`config.mk`:
```
export PLATFORM = sky130hd
export DESIGN_NAME = mpsm_ctrl
export DESIGN_NICKNAME = d
export VERILOG_FILES = /design/src/hdl/mpsm_pkg.sv /design/src/hdl/mpsm_ctrl.sv
export SDC_FILE = /design/constraint.sdc
export NUM_CORES = 1
export LEC_CHECK = 0
export ABC_AREA = 1
export BUFFER_PORTS_ARGS = -buffer_cell sky130_fd_sc_hd__buf_2
export CAP_MARGIN = 20
export CELL_PAD_IN_SITES_DETAIL_PLACEMENT = 0
export CELL_PAD_IN_SITES_GLOBAL_PLACEMENT = 1
export CORE_MARGIN = 3
export CORE_UTILIZATION = 34
export CTS_BUF_LIST = sky130_fd_sc_hd__clkbuf_16
export DETAILED_ROUTE_END_ITERATION = 10
export HOLD_SLACK_MARGIN = 0.15
export PLACE_DENSITY_LB_ADDON = 0.1
export SYNTH_ARGS = -nofsm -noshare
export SYNTH_HDL_FRONTEND = slang
export SYNTH_SLANG_ARGS = --single-unit
export TNS_END_PERCENT = 30
```
`constraint.sdc`:
```
create_clock -name clk -period 1.9 [get_ports clk]
set_clock_uncertainty 0.2 [all_clocks]
set_input_delay 0.38 -clock clk [delete_from_list [all_inputs] [get_ports clk]]
set_output_delay 0.38 -clock clk [all_outputs]
set_load 0.02 [all_outputs]
```
`src/hdl/mpsm_pkg.sv`:
```
// Package for the multi-pattern string matcher core.
// Holds payload structs, action and status codes, FSM states and datapath ops.
// No dependencies.
package mpsm_pkg;

  // Action codes of an input item
  localparam logic [1:0] ACT_PATTERN = 2'd0;
  localparam logic [1:0] ACT_TEXT    = 2'd1;
  localparam logic [1:0] ACT_QUERY   = 2'd2;

  // Query status codes
  localparam logic [1:0] ST_OK       = 2'd0;
  localparam logic [1:0] ST_OVERFLOW = 2'd1;
  localparam logic [1:0] ST_RANGE    = 2'd2;

  typedef struct packed {
    logic [1:0] action;
    logic [7:0] ch;
    logic       last;
    logic [7:0] pattern_index;
  } in_t;

  typedef struct packed {
    logic [7:0] result_index;
    logic       found;
    logic [1:0] status;
  } out_t;

  typedef enum logic [4:0] {
    S_CLEAR, S_IDLE, S_DISP, S_RED,
    S_P1, S_P2,
    S_T1, S_T2, S_T3, S_T4,
    S_Q1, S_Q2, S_Q3,
    S_BI, S_BPOP, S_BU, S_BF1, S_BF2, S_BF3, S_BF4, S_BF5,
    S_CRD, S_CEV, S_CWR
  } state_t;

  typedef enum logic [4:0] {
    OP_NOP, OP_CLEAR, OP_LATCH, OP_RED,
    OP_P_RD, OP_P_EVAL,
    OP_T_RD, OP_T_SET, OP_T_WALK, OP_T_NEXT,
    OP_Q_RD, OP_Q_VIS, OP_Q_OUT,
    OP_B_INIT, OP_B_POP, OP_B_U,
    OP_F_ZERO, OP_F_RD, OP_F_SLOT, OP_F_SET, OP_F_WR, OP_D_WR,
    OP_C_RD, OP_C_EV, OP_C_WR
  } dp_op_t;

  typedef struct packed {
    dp_op_t op;
  } cmd_t;

  typedef struct packed {
    logic       clear_done;
    logic [1:0] act;
    logic       ch_ok;
    logic       load_closed;
    logic       text_seen;
    logic       walk_go;
    logic       q_root;
    logic       p_zero;
    logic       q_nonempty;
    logic       edge_hit;
    logic       u_root;
    logic       last_c;
  } stat_t;

endpackage

```
`src/hdl/mpsm_ctrl.sv`:
```
// Controller FSM of the matcher: sequences loading, automaton build, walk, query.
// Depends on mpsm_pkg; talks to mpsm_dp through cmd_t / stat_t only.
module mpsm_ctrl (
  input  logic            clk,
  input  logic            rst_n,
  input  logic            start,
  input  mpsm_pkg::stat_t stat,
  output mpsm_pkg::cmd_t  cmd,
  output logic            busy
);
  import mpsm_pkg::*;

  state_t state_r, state_nxt;

  // state register
  always_ff @(posedge clk) begin
    if (!rst_n) begin
      state_r <= S_CLEAR;
    end else begin
      state_r <= state_nxt;
    end
  end

  // next state
  always_comb begin
    state_nxt = state_r;
    case (state_r)
      S_CLEAR: if (stat.clear_done) state_nxt = S_IDLE;
      S_IDLE:  if (start) state_nxt = S_DISP;
      S_DISP: begin
        if (stat.act == ACT_PATTERN) state_nxt = stat.load_closed ? S_IDLE : S_RED;
        else if (stat.act == ACT_TEXT) state_nxt = S_RED;
        else if (stat.act == ACT_QUERY) state_nxt = S_Q1;
        else state_nxt = S_IDLE;
      end
      S_RED: begin
        if (stat.ch_ok) begin
          if (stat.act == ACT_PATTERN) state_nxt = S_P1;
          else state_nxt = stat.text_seen ? S_T1 : S_BI;
        end
      end
      S_P1:  state_nxt = S_P2;
      S_P2:  state_nxt = S_IDLE;
      S_T1:  state_nxt = S_T2;
      S_T2:  state_nxt = S_T3;
      S_T3:  state_nxt = S_T4;
      S_T4:  state_nxt = stat.walk_go ? S_T3 : S_IDLE;
      S_Q1:  state_nxt = S_Q2;
      S_Q2:  state_nxt = S_Q3;
      S_Q3:  state_nxt = S_IDLE;
      S_BI:  state_nxt = S_BPOP;
      S_BPOP: state_nxt = stat.q_nonempty ? S_BU : S_T1;
      S_BU:  state_nxt = stat.q_root ? S_CRD : S_BF1;
      S_BF1: state_nxt = stat.p_zero ? S_BF4 : S_BF2;
      S_BF2: state_nxt = S_BF3;
      S_BF3: state_nxt = S_BF4;
      S_BF4: state_nxt = S_BF5;
      S_BF5: state_nxt = S_CRD;
      S_CRD: state_nxt = S_CEV;
      S_CEV: begin
        if (stat.edge_hit || stat.u_root) state_nxt = stat.last_c ? S_BPOP : S_CRD;
        else state_nxt = S_CWR;
      end
      S_CWR: state_nxt = stat.last_c ? S_BPOP : S_CRD;
      default: state_nxt = S_IDLE;
    endcase
  end

  // datapath command
  always_comb begin
    cmd.op = OP_NOP;
    case (state_r)
      S_CLEAR: cmd.op = OP_CLEAR;
      S_IDLE:  cmd.op = start ? OP_LATCH : OP_NOP;
      S_RED:   cmd.op = OP_RED;
      S_P1:    cmd.op = OP_P_RD;
      S_P2:    cmd.op = OP_P_EVAL;
      S_T1:    cmd.op = OP_T_RD;
      S_T2:    cmd.op = OP_T_SET;
      S_T3:    cmd.op = OP_T_WALK;
      S_T4:    cmd.op = OP_T_NEXT;
      S_Q1:    cmd.op = OP_Q_RD;
      S_Q2:    cmd.op = OP_Q_VIS;
      S_Q3:    cmd.op = OP_Q_OUT;
      S_BI:    cmd.op = OP_B_INIT;
      S_BPOP:  cmd.op = stat.q_nonempty ? OP_B_POP : OP_NOP;
      S_BU:    cmd.op = OP_B_U;
      S_BF1:   cmd.op = stat.p_zero ? OP_F_ZERO : OP_F_RD;
      S_BF2:   cmd.op = OP_F_SLOT;
      S_BF3:   cmd.op = OP_F_SET;
      S_BF4:   cmd.op = OP_F_WR;
      S_BF5:   cmd.op = OP_D_WR;
      S_CRD:   cmd.op = OP_C_RD;
      S_CEV:   cmd.op = OP_C_EV;
      S_CWR:   cmd.op = OP_C_WR;
      default: cmd.op = OP_NOP;
    endcase
  end

  assign busy = (state_r != S_IDLE);

endmodule

```
Word level (Yosys, flattened, before mapping)

Index checks and enable logic that the tools add are counted.

Equality and inequality tests: 29
Multiplexer cells: 20
Reductions and logical operators: 4

Operator list:

| cell                                                            | number |
|---|---|
| 5-bit one-hot mux with 23 select lines                          | 1 |
| 5-bit one-hot mux with 22 select lines                          | 1 |
| 5-bit by 4-bit == test with 1-bit output, second input constant | 8 |
| 5-bit == test, second input constant                            | 8 |
| 4-bit two-way mux                                               | 8 |
| 5-bit two-way mux                                               | 5 |
| 5-bit by 3-bit == test with 1-bit output, second input constant | 4 |
| 5-bit by 2-bit == test with 1-bit output, second input constant | 2 |
| 2-bit two-way mux                                               | 3 |
| 2-bit != test, second input constant                            | 3 |
| 5-bit by 1-bit == test with 1-bit output, second input constant | 1 |
| 5-bit logical NOT                                               | 1 |
| 5-bit by 1-bit != test with 1-bit output, second input constant | 1 |
| 3-bit two-way mux                                               | 1 |
| 3-bit AND reduction                                             | 1 |
| 2-bit by 1-bit == test with 1-bit output, second input constant | 1 |
| 2-bit == test, second input constant                            | 1 |
| 2-bit logical NOT                                               | 1 |
| 1-bit logical OR                                                | 1 |
| 1-bit two-way mux                                               | 1 |

Flip-flop bits (word level): 5
Input bits: 16
Output and inout bits: 6
Word-level logic and storage cells: 54

Logic depth before layout (Yosys ltp)

Gate-level depths: netlist of run 1.

Word-level depth: 5
Mapped depth: 11
Gate-level depth less buffers: 11

Worst setup path after synthesis of run 1

No wires, ideal clock.

Kind: reg2out
From: register state_r[3]
To: output cmd[0] in the netlist's numbering
Data arrival time: 1484 ps
Required time: 1320 ps
Path slack: -164 ps
Stages on the path, launching flop included: 4
Buffers on the path: 0
Path through: dfxtp_1 > nor2_1 > nand3_1 > o311ai_0

RTL lines:

| what                   | line            | RTL |
|---|---|---|
| from (decl)            | mpsm_ctrl.sv:13 | `state_t state_r, state_nxt;` |
| from (signal assigned) | mpsm_ctrl.sv:20 | `state_r <= state_nxt;` |
| to (decl)              | mpsm_ctrl.sv:8  | `output mpsm_pkg::cmd_t cmd,` |

==> flow_metrics.env, run 1 <==
export IMPL_whs_ps=183
export IMPL_grt_pass1_wl_um=5870
export IMPL_period_needed_ps=2110
export IMPL_fin_cells=261
export IMPL_dieArea_sq_um=3200
export IMPL_grt_max_degree=9
export IMPL_fp_dieH_um=56.5
export IMPL_antenna_cells=0
export IMPL_p_seq_frac=0.152
export IMPL_ctsRootBufferMaster="clkbuf_16"
export IMPL_wl_per_cell_um=14.9
export IMPL_worstSkewPairLatency_ps=230
export IMPL_startpoint_type="flop"
export IMPL_yosysSeqAreaShare=0.115
export IMPL_slew_headroom=0.803
export IMPL_maxCapViolations=0
export IMPL_fin_util=0.713
export IMPL_grt_usage=0.231
export IMPL_drtAntennaViolNets=0
export IMPL_drv_slew=0
export IMPL_routabilityCongestion=0.933
export IMPL_hold_viol_final=0
export IMPL_cts_buffers=3
export IMPL_finalSetupViolCount=6
export IMPL_leakage_nw=0.869
export IMPL_drc=0
export IMPL_io_buffers=21
export IMPL_comb_power_share=0.546
export IMPL_finalNetCount=253
export IMPL_crit_type="reg2out"
export IMPL_row_count=17
export IMPL_synth_seq_cells=5
export IMPL_critPathCaptureType="primary output"
export IMPL_top_register="state_r"
export IMPL_avgSynthCellArea_sq_um=5.26
export IMPL_start_util=0.375
export IMPL_drive_gt1_frac=0.536
export IMPL_arrival_ps=1530
export IMPL_clk_pin_slew_worst_paths_ps=30
export IMPL_switching_share=0.403
export IMPL_power_density_nw_per_um2=680
export IMPL_drt_iter0_drc=62
export IMPL_ys_top_cells_by_area="nand2_1, nor2_1, dfxtp_1"
export IMPL_synth_cell_types=23
export IMPL_die_w_um=56.5
export IMPL_routed_wl_um=3880
export IMPL_period_share=1.11
export IMPL_top_regs="state_r (5)"
export IMPL_area_growth_synth_to_final_pct=90.3
export IMPL_cp_max_fo=6
export IMPL_synth_top_cell_by_area="nand2_1"
export IMPL_pwr_share_clk=0.302
export IMPL_rsz0062_at_grt="yes"
export IMPL_hp_class="in2reg"
export IMPL_tritoncts="done"
export IMPL_clock_sinks=5
export IMPL_overflow=0
export IMPL_largest_reg_flops=5
export IMPL_cts_buffer_depth=2
export IMPL_drt_pass1_iter_count=4
export IMPL_internal_power_uw=671
export IMPL_synthCells=165
export IMPL_nFillCells=189
export IMPL_core_area_sq_um=2320
export IMPL_dpl_cell_area_sq_um=1280
export IMPL_outcome="finished, violations left"
export IMPL_place_inst=251
export IMPL_h_tree_depth=1
export IMPL_synthesis_area_sq_um=868
export IMPL_yosys_warnings=0
export IMPL_p_switching_uw=453
export IMPL_post_route_cell_area_sq_um=1650
export IMPL_io_pin_count=22
export IMPL_max_freq_ghz=0.473
export IMPL_num_vias=1404
export IMPL_dp_hpwl_um=2780
export IMPL_synth_top_area_share=0.182
export IMPL_routed_via_density=5.38
export IMPL_required_ps=1320
export IMPL_failed_checks="negative setup slack"
export IMPL_syn_num_nets=184
export IMPL_fin_tns_setup_ps=-890
export IMPL_ir_drop_mv=0.773
export IMPL_grt_antenna_before_repair=0
export IMPL_grt_pass1_vias=1383
export IMPL_worst_slew_pin_slew_ps=293
export IMPL_layout_setup_ws_ps=-213
## synth_stat cells
cell type  number
o21ai_2         1
nand4_1         5
or2_1           1
nand2_2         2
o21ai_0         7
nor3_1          5
nand3b_1        1
o211ai_1        2
inv_1          20
buf_4           2
nor2_4          3
nor2_1         34
nand2_1        42
clkbuf_8        1
dfxtp_1         5
o311ai_0        1
o2111ai_1       1
nand3_1        19
a21oi_1         5
ha_1            3
inv_2           1
nor2_2          2
a31oi_1         2
## layout make-up
cell class,count,area (sq um),share of cell area
Timing Repair Buffer,67,483,0.292
Multi-Input combinational cell,136,851,0.515
Tap cell,28,35.0,0.0212
Inverter,21,88.8,0.0537
Clock buffer,3,75.1,0.0454
Sequential cell,5,116,0.0704
Clock inverter,1,3.75,0.00227
## through the flow
stage | total power [mW] | worst slack (ps)
5_1_grt | 1.19 | -242
4_1_cts | 1.03 | -150
3_5_place_dp | 0.627 | -143
6_report | 1.12 | -213
3_3_place_gp | 0.625 | -141
2_1_floorplan | 0.413 | 22.9
## worst max-delay path, stage by stage, from the launching register on
cell and delay (ps):
dfxtp_4 410, buf_6 150, nand3_2 130, nor2_2 160
inv_1 80, nand2_1 160, nor2_4 50, inv_2 50
buf_6 100
## what timing repair did
item / CTS / global route
hold buffers: 0 / 0
resized for setup: 32 / 45
pin swaps: 6 / 16
gates cloned: 0 / 0
setup buffers: 4 / 3
setup endpoints to repair: 6 / 6
## cells in the final DEF (no fill, tap or decap), types with 7 or more instances in the layout
| master | instances |
|---|---|
| nand2_2 | 7 |
| nor2_2 | 8 |
| o21ai_0 | 7 |
| nand3_1 | 10 |
| buf_2 | 17 |
| nor2_1 | 23 |
| nand3_2 | 9 |
| nor2_4 | 8 |
| nand2_1 | 32 |
| buf_4 | 45 |
| inv_1 | 14 |
## final timing paths
| check | from | endpoint | slack, ps | cells after the start |
|---|---|---|---|---|
| worst max-delay path | state_r[1] | cmd[4] | -210 | 8 |
| worst min-delay path | rst_n | state_r[4] | 180 | 3 |
| worst max register to register | state_r[1] | state_r[0] | 80 | 11 |
| worst min register to register | state_r[2] | state_r[0] | 700 | 5 |
## kinds of logic after synthesis
kind of cell             after synthesis  share of synthesized area
AO/OA/AOI/OAI                         19                      0.131
flip-flops                             5                      0.115
buffers and inverters                 24                      0.124
AND/OR/NAND/NOR                      114                      0.586
adder cells (fa/ha/maj)                3                     0.0432
## per-layer routing
layer | global-route usage | up-vias | routed length, um
li1 | - | 683 | -
met1 | 0.282 | 630 | 1640
met2 | 0.403 | 77 | 1880
met3 | 0.0207 | 14 | 234
met4 | 0.105 | 0 | 127
met5 | 0 | - | 0
## power by group through the flow
| stage | logic [mW] | clock network, mW | registers, mW |
|---|---|---|---|
| 3_5_place_dp | 0.476 | 0 | 0.151 |
| 4_1_cts | 0.533 | 0.338 | 0.156 |
| 2_1_floorplan | 0.279 | 0 | 0.134 |
| 3_3_place_gp | 0.473 | 0 | 0.152 |
| 5_1_grt | 0.665 | 0.351 | 0.173 |
| 6_report | 0.614 | 0.339 | 0.171 |
Power figures use the tool's default switching activity.
==> run 2: changes to the inputs <==
Settings changed: CAP_MARGIN 20 to 10, CORE_UTILIZATION 34 to 35, CTS_BUF_LIST sky130_fd_sc_hd__clkbuf_16 to sky130_fd_sc_hd__clkbuf_4 sky130_fd_sc_hd__clkbuf_8.
==> run 2 against run 1 <==
  * The run still ends with negative setup slack left
  * Worst hold slack worse by 17 ps
  * Global-route usage down 0.14 points
  * Register-to-register slack worse by 60 ps
  * Non-clock buffer count up 4
  * Die area down 2.5%
  * Sequential power down 2%
  * Maximum frequency up 1.2%
  * Routed wire length down 1.3%
  * Count of clock-buffer cells in the layout up 1
  * Largest power group unchanged
==> flow_metrics.env, run 2 (same netlist as run 1, synthesis figures left out) <==
export IMPL_rr_endpoint="state_r[1]"
export IMPL_leakage_nw=0.854
export IMPL_dp_hpwl_um=2750
export IMPL_top_register="state_r"
export IMPL_worst_slew_pin_slew_ps=266
export IMPL_failed_checks="negative setup slack"
export IMPL_rsz0062_at_grt="yes"
export IMPL_place_inst=248
export IMPL_routabilityCongestion=0.953
export IMPL_grt_usage=0.229
export IMPL_clk_pin_slew_worst_paths_ps=50
export IMPL_largest_reg_flops=5
export IMPL_antenna_cells=0
export IMPL_whs_ps=166
export IMPL_drc=0
export IMPL_rr_worst_depth=12
export IMPL_drv_slew=0
export IMPL_row_count=17
export IMPL_grt_antenna_before_repair=0
export IMPL_arrival_ps=1510
export IMPL_crit_path_start="state_r[0]"
export IMPL_layout_setup_ws_ps=-187
export IMPL_clock_sinks=5
export IMPL_slew_headroom=0.822
export IMPL_hold_viol_final=0
export IMPL_cp_max_fo=6
export IMPL_fin_cells=265
export IMPL_cp_top_family="simple AND/OR/NAND/NOR gates"
export IMPL_cp_cell_sequence="buf_4, nand3_2, nor2_2, nor2_1, nand2_1, nor2_2, inv_1, buf_4"
export IMPL_power_uw=920
export IMPL_drtAntennaViolNets=0
export IMPL_num_vias=1409
export IMPL_grt_max_degree=11
export IMPL_startpoint_type="flop"
export IMPL_cts_buffer_depth=2
export IMPL_routed_via_density=5.32
export IMPL_required_ps=1320
export IMPL_min_from="rst_n"
export IMPL_post_route_cell_area_sq_um=1580
export IMPL_io_buffers=21
export IMPL_final_cell_mix="buf_4, nand2_1, nor2_1"
export IMPL_dp_slack_ps=-102
export IMPL_grt_pass1_wl_um=5690
export IMPL_crit_type="reg2out"
export IMPL_core_area_sq_um=2280
export IMPL_dieArea_sq_um=3110
export IMPL_period_needed_ps=2090
export IMPL_cp_slowest_cell="dfxtp_4"
export IMPL_grt_pass1_vias=1281
export IMPL_ctsRootBufferMaster="clkbuf_4"
export IMPL_die_w_um=55.8
export IMPL_start_util=0.382
export IMPL_critPathCaptureType="primary output"
export IMPL_maxCapViolations=0
export IMPL_h_tree_depth=1
export IMPL_layout_commonest_cell="buf_4"
export IMPL_dpl_cell_area_sq_um=1270
export IMPL_drt_iter0_drc=83
export IMPL_drt_pass1_iter_count=4
export IMPL_min_to="state_r[4]"
export IMPL_finalSetupViolCount=6
export IMPL_slowest_delay_ps=390
export IMPL_crit_buf_inv=3
export IMPL_hp_class="in2reg"
export IMPL_tritoncts="done"
export IMPL_ir_drop_mv=0.599
export IMPL_r2r_start="state_r[0]"
export IMPL_routed_wl_um=3830
export IMPL_io_pin_count=22
export IMPL_top_regs="state_r (5)"
export IMPL_whs_path_depth=3
export IMPL_area_growth_synth_to_final_pct=81.6
export IMPL_overflow=0
export IMPL_period_share=1.10
export IMPL_cts_buffers=3
export IMPL_outcome="finished, violations left"
export IMPL_fp_dieH_um=55.8
export IMPL_worstSkewPairLatency_ps=240
export IMPL_wl_per_cell_um=14.5
export IMPL_power_density_nw_per_um2=584
export IMPL_r2r_slack_ps=20
export IMPL_finalNetCount=257
export IMPL_drive_gt1_frac=0.519
export IMPL_max_freq_ghz=0.479
==> run 2: worst max-delay path by stage <==
| stage | endpoint | slack (ps) | cells past startpoint |
|---|---|---|---|
| after detailed placement | cmd[4] | -100 | 6 |
| after global routing | cmd[4] | -280 | 8 |
| after floorplan | cmd[2] | 20 | 8 |
| final | cmd[4] | -190 | 8 |
| after global placement | cmd[0] | -90 | 6 |
| after CTS | cmd[3] | -170 | 8 |
==> run 2: metal layers <==
layer	GRT usage	routed length [um]	vias up
li1	-	-	687
met2	0.378	1860	82
met3	0.0302	279	18
met4	0.142	173	0
met1	0.280	1520	622
met5	0	0	-
==> run 2: power breakdown <==
part	switching [mW]	leakage [nW]	internal, mW
sequential	0.0436	0.0441	0.124
combinational	0.332	0.791	0.279
clock	0.0480	0.0184	0.0939
total	0.423	0.854	0.497
==> run 2: stage by stage <==
stage          setup TNS (ps)  utilization
6_report                 -941        0.693
5_1_grt                 -1440        0.693
4_1_cts                  -848        0.625
3_5_place_dp             -298        0.558
3_3_place_gp             -169        0.558
2_1_floorplan               0            -
==> run 2: tightest hold or removal path, cell delays in order <==
cell and delay (ps):
buf_2 100, nand2_1 60, inv_1 50
==> run 2: final cells by class <==
cell class / count / area, sq um
multi-input combinational: 136 / 806
sequential: 5 / 116
fill: 212 / 699
inverter: 21 / 83.8
tap: 28 / 35.0
timing repair buffer: 71 / 505
clock buffer: 4 / 30.0
==> run 2: what timing repair did <==
item | CTS | global route
pin swaps | 7 | 12
endpoints found under the setup margin | 7 | 7
hold buffers | 0 | 0
resized for setup | 36 | 27
buffers inserted | 5 | 9
==> run 3: changes to the inputs <==
Settings changed: CORE_ASPECT_RATIO from default to 1.75, CORE_MARGIN 3 to 2.
==> run 3 against run 2 <==
  * Clock power is 46% higher
  * First-iteration DRC count is 70% lower
  * Combinational power down 9.7%
  * Final cell count decreased by 3.0%
  * The run still ends with negative setup slack left
  * Total power decreased by 0.14%
  * Global-route usage is 1.8 points higher
  * Via count grew 0.64%
  * Maximum frequency decreased by 3.0%
  * Die area fell by 6.5%
  * Critical path type unchanged
  * Sequential cell count unchanged
  * Sequential power shrank 5%
==> flow_metrics.env, run 3 (same netlist as run 1, synthesis figures left out) <==
export IMPL_clock_sinks=5
export IMPL_cp_max_fo=5
export IMPL_fin_tns_setup_ps=-972
export IMPL_slowest_delay_ps=350
export IMPL_failed_checks="negative setup slack"
export IMPL_start_util=0.373
export IMPL_crit_buf_inv=3
export IMPL_fp_dieH_um=69.9
export IMPL_ctsHoldBuffers=0
export IMPL_arrival_ps=1570
export IMPL_slew_headroom=0.844
export IMPL_largest_reg_flops=5
export IMPL_worstSkewPairLatency_ps=220
export IMPL_tritoncts="done"
export IMPL_hold_viol_final=0
export IMPL_cp_cell_sequence="buf_6, buf_6, nand2_8, nor2_4, nand2_2, nand2_4, a31oi_4, o2111ai_2, buf_4"
export IMPL_grt_pass1_vias=1346
export IMPL_hp_class="in2reg"
export IMPL_maxCapViolations=0
export IMPL_max_freq_ghz=0.465
export IMPL_io_buffers=21
export IMPL_startpoint_type="flop"
export IMPL_rsz0062_at_grt="yes"
export IMPL_overflow=0
export IMPL_h_tree_depth=1
export IMPL_ctsRootBufferMaster="clkbuf_8"
export IMPL_io_pin_count=22
export IMPL_required_ps=1320
export IMPL_place_inst=246
export IMPL_routabilityCongestion=0.995
export IMPL_outcome="finished, violations left"
export IMPL_drt_pass1_iter_count=4
export IMPL_grt_max_degree=11
export IMPL_die_w_um=41.7
export IMPL_drc=0
export IMPL_top_register="state_r"
export IMPL_wl_per_cell_um=14.5
export IMPL_grt_pass1_wl_um=5710
export IMPL_finalSetupViolCount=5
export IMPL_layout_commonest_cell="buf_4"
export IMPL_fin_cells=257
export IMPL_fin_util=0.652
export IMPL_drtAntennaViolNets=0
export IMPL_num_vias=1418
export IMPL_drv_slew=0
export IMPL_period_needed_ps=2150
export IMPL_leakage_nw=0.833
export IMPL_final_cell_mix="buf_4, nand2_1, nor2_1"
export IMPL_finalNetCount=252
export IMPL_crit_type="reg2out"
export IMPL_core_area_sq_um=2330
export IMPL_grt_usage=0.247
export IMPL_critPathCaptureType="primary output"
export IMPL_cpMostUsedCell="buf_6"
export IMPL_area_growth_synth_to_final_pct=74.9
export IMPL_dieArea_sq_um=2910
export IMPL_power_density_nw_per_um2=605
export IMPL_antenna_cells=0
export IMPL_layout_setup_ws_ps=-252
export IMPL_routed_via_density=5.52
export IMPL_cp_top_family="buffers and inverters"
export IMPL_row_count=23
export IMPL_whs_ps=177
export IMPL_nFillCells=227
export IMPL_drive_gt1_frac=0.470
export IMPL_drt_iter0_drc=25
export IMPL_cp_slowest_cell="dfxtp_4"
export IMPL_top_regs="state_r (5)"
export IMPL_dp_hpwl_um=2850
export IMPL_grt_antenna_before_repair=0
export IMPL_period_share=1.13
export IMPL_cts_buffers=3
export IMPL_ir_drop_mv=0.444
export IMPL_cts_buffer_depth=2
export IMPL_routed_wl_um=3720
export IMPL_clk_pin_slew_worst_paths_ps=40
export IMPL_worst_slew_pin_slew_ps=230
[run 3: changes by cell type in the layout (fill, tap and decap cells not counted), moves of 3 or more]
cell / change
buf_4: -4
clkbuf_4: -3
clkbuf_8: +3
nand2_1: +3
nand2_2: -3
nand3_1: +3
nand3_2: -3
[run 3: path summary, 6_finish.rpt]
path,cells past startpoint,slack (ps),startpoint,end
worst max-delay path,9,-250,state_r[1],cmd[2]
worst min-delay path,3,180,rst_n,state_r[4]
worst max register to register,10,120,state_r[1],state_r[3]
worst min register to register,6,610,state_r[3],state_r[1]
[run 3: power by group]
group / switching (mW) / internal (mW) / leakage [nW] / total (mW)
logic: 0.319 / 0.233 / 0.763 / 0.552
clock network: 0.0496 / 0.158 / 0.0262 / 0.208
registers: 0.0343 / 0.125 / 0.0433 / 0.159
total: 0.403 / 0.516 / 0.833 / 0.919
[run 3: final cells by class]
class	count	area (sq um)	area share
Multi-Input combinational cell	136	790	0.520
Tap cell	25	31.3	0.0206
Inverter	21	78.8	0.0519
Sequential cell	5	113	0.0741
Clock buffer	4	48.8	0.0321
Timing Repair Buffer	66	458	0.301
[run 3: layer usage]
layer / share of wire / GRT usage
met2: 0.54 / 0.470
met3: 0.058 / 0.0207
met1: 0.35 / 0.247
met5: 0 / 0
met4: 0.056 / 0.147
[run 3: what timing repair did]
item                                    4_1_cts  5_1_grt
endpoints found under the setup margin        6        7
buffers inserted                              3        4
pin swaps                                     0        5
gates resized for setup                      34       15
[run 3: per-stage QoR]
| stage | worst slack, ps | total power [mW] | cell area [sq um] |
|---|---|---|---|
| 3_5_place_dp | -143 | 0.593 | 1260 |
| 3_3_place_gp | -168 | 0.592 | 1260 |
| 2_1_floorplan | 22.9 | 0.413 | 868 |
| 4_1_cts | -126 | 0.856 | 1430 |
| 5_1_grt | -283 | 0.981 | 1520 |
| 6_report | -252 | 0.919 | 1520 |
[run 3: worst reg2reg max path: stages, from the launching register on]
cell and delay, ps:
dfxtp_4 360, buf_4 150, nand2_2 70, nor2_4 140
nand2_1 90, buf_4 140, or2_1 220, o21ai_2 70
nor2_2 60, o21ai_0 90, nor2_1 60
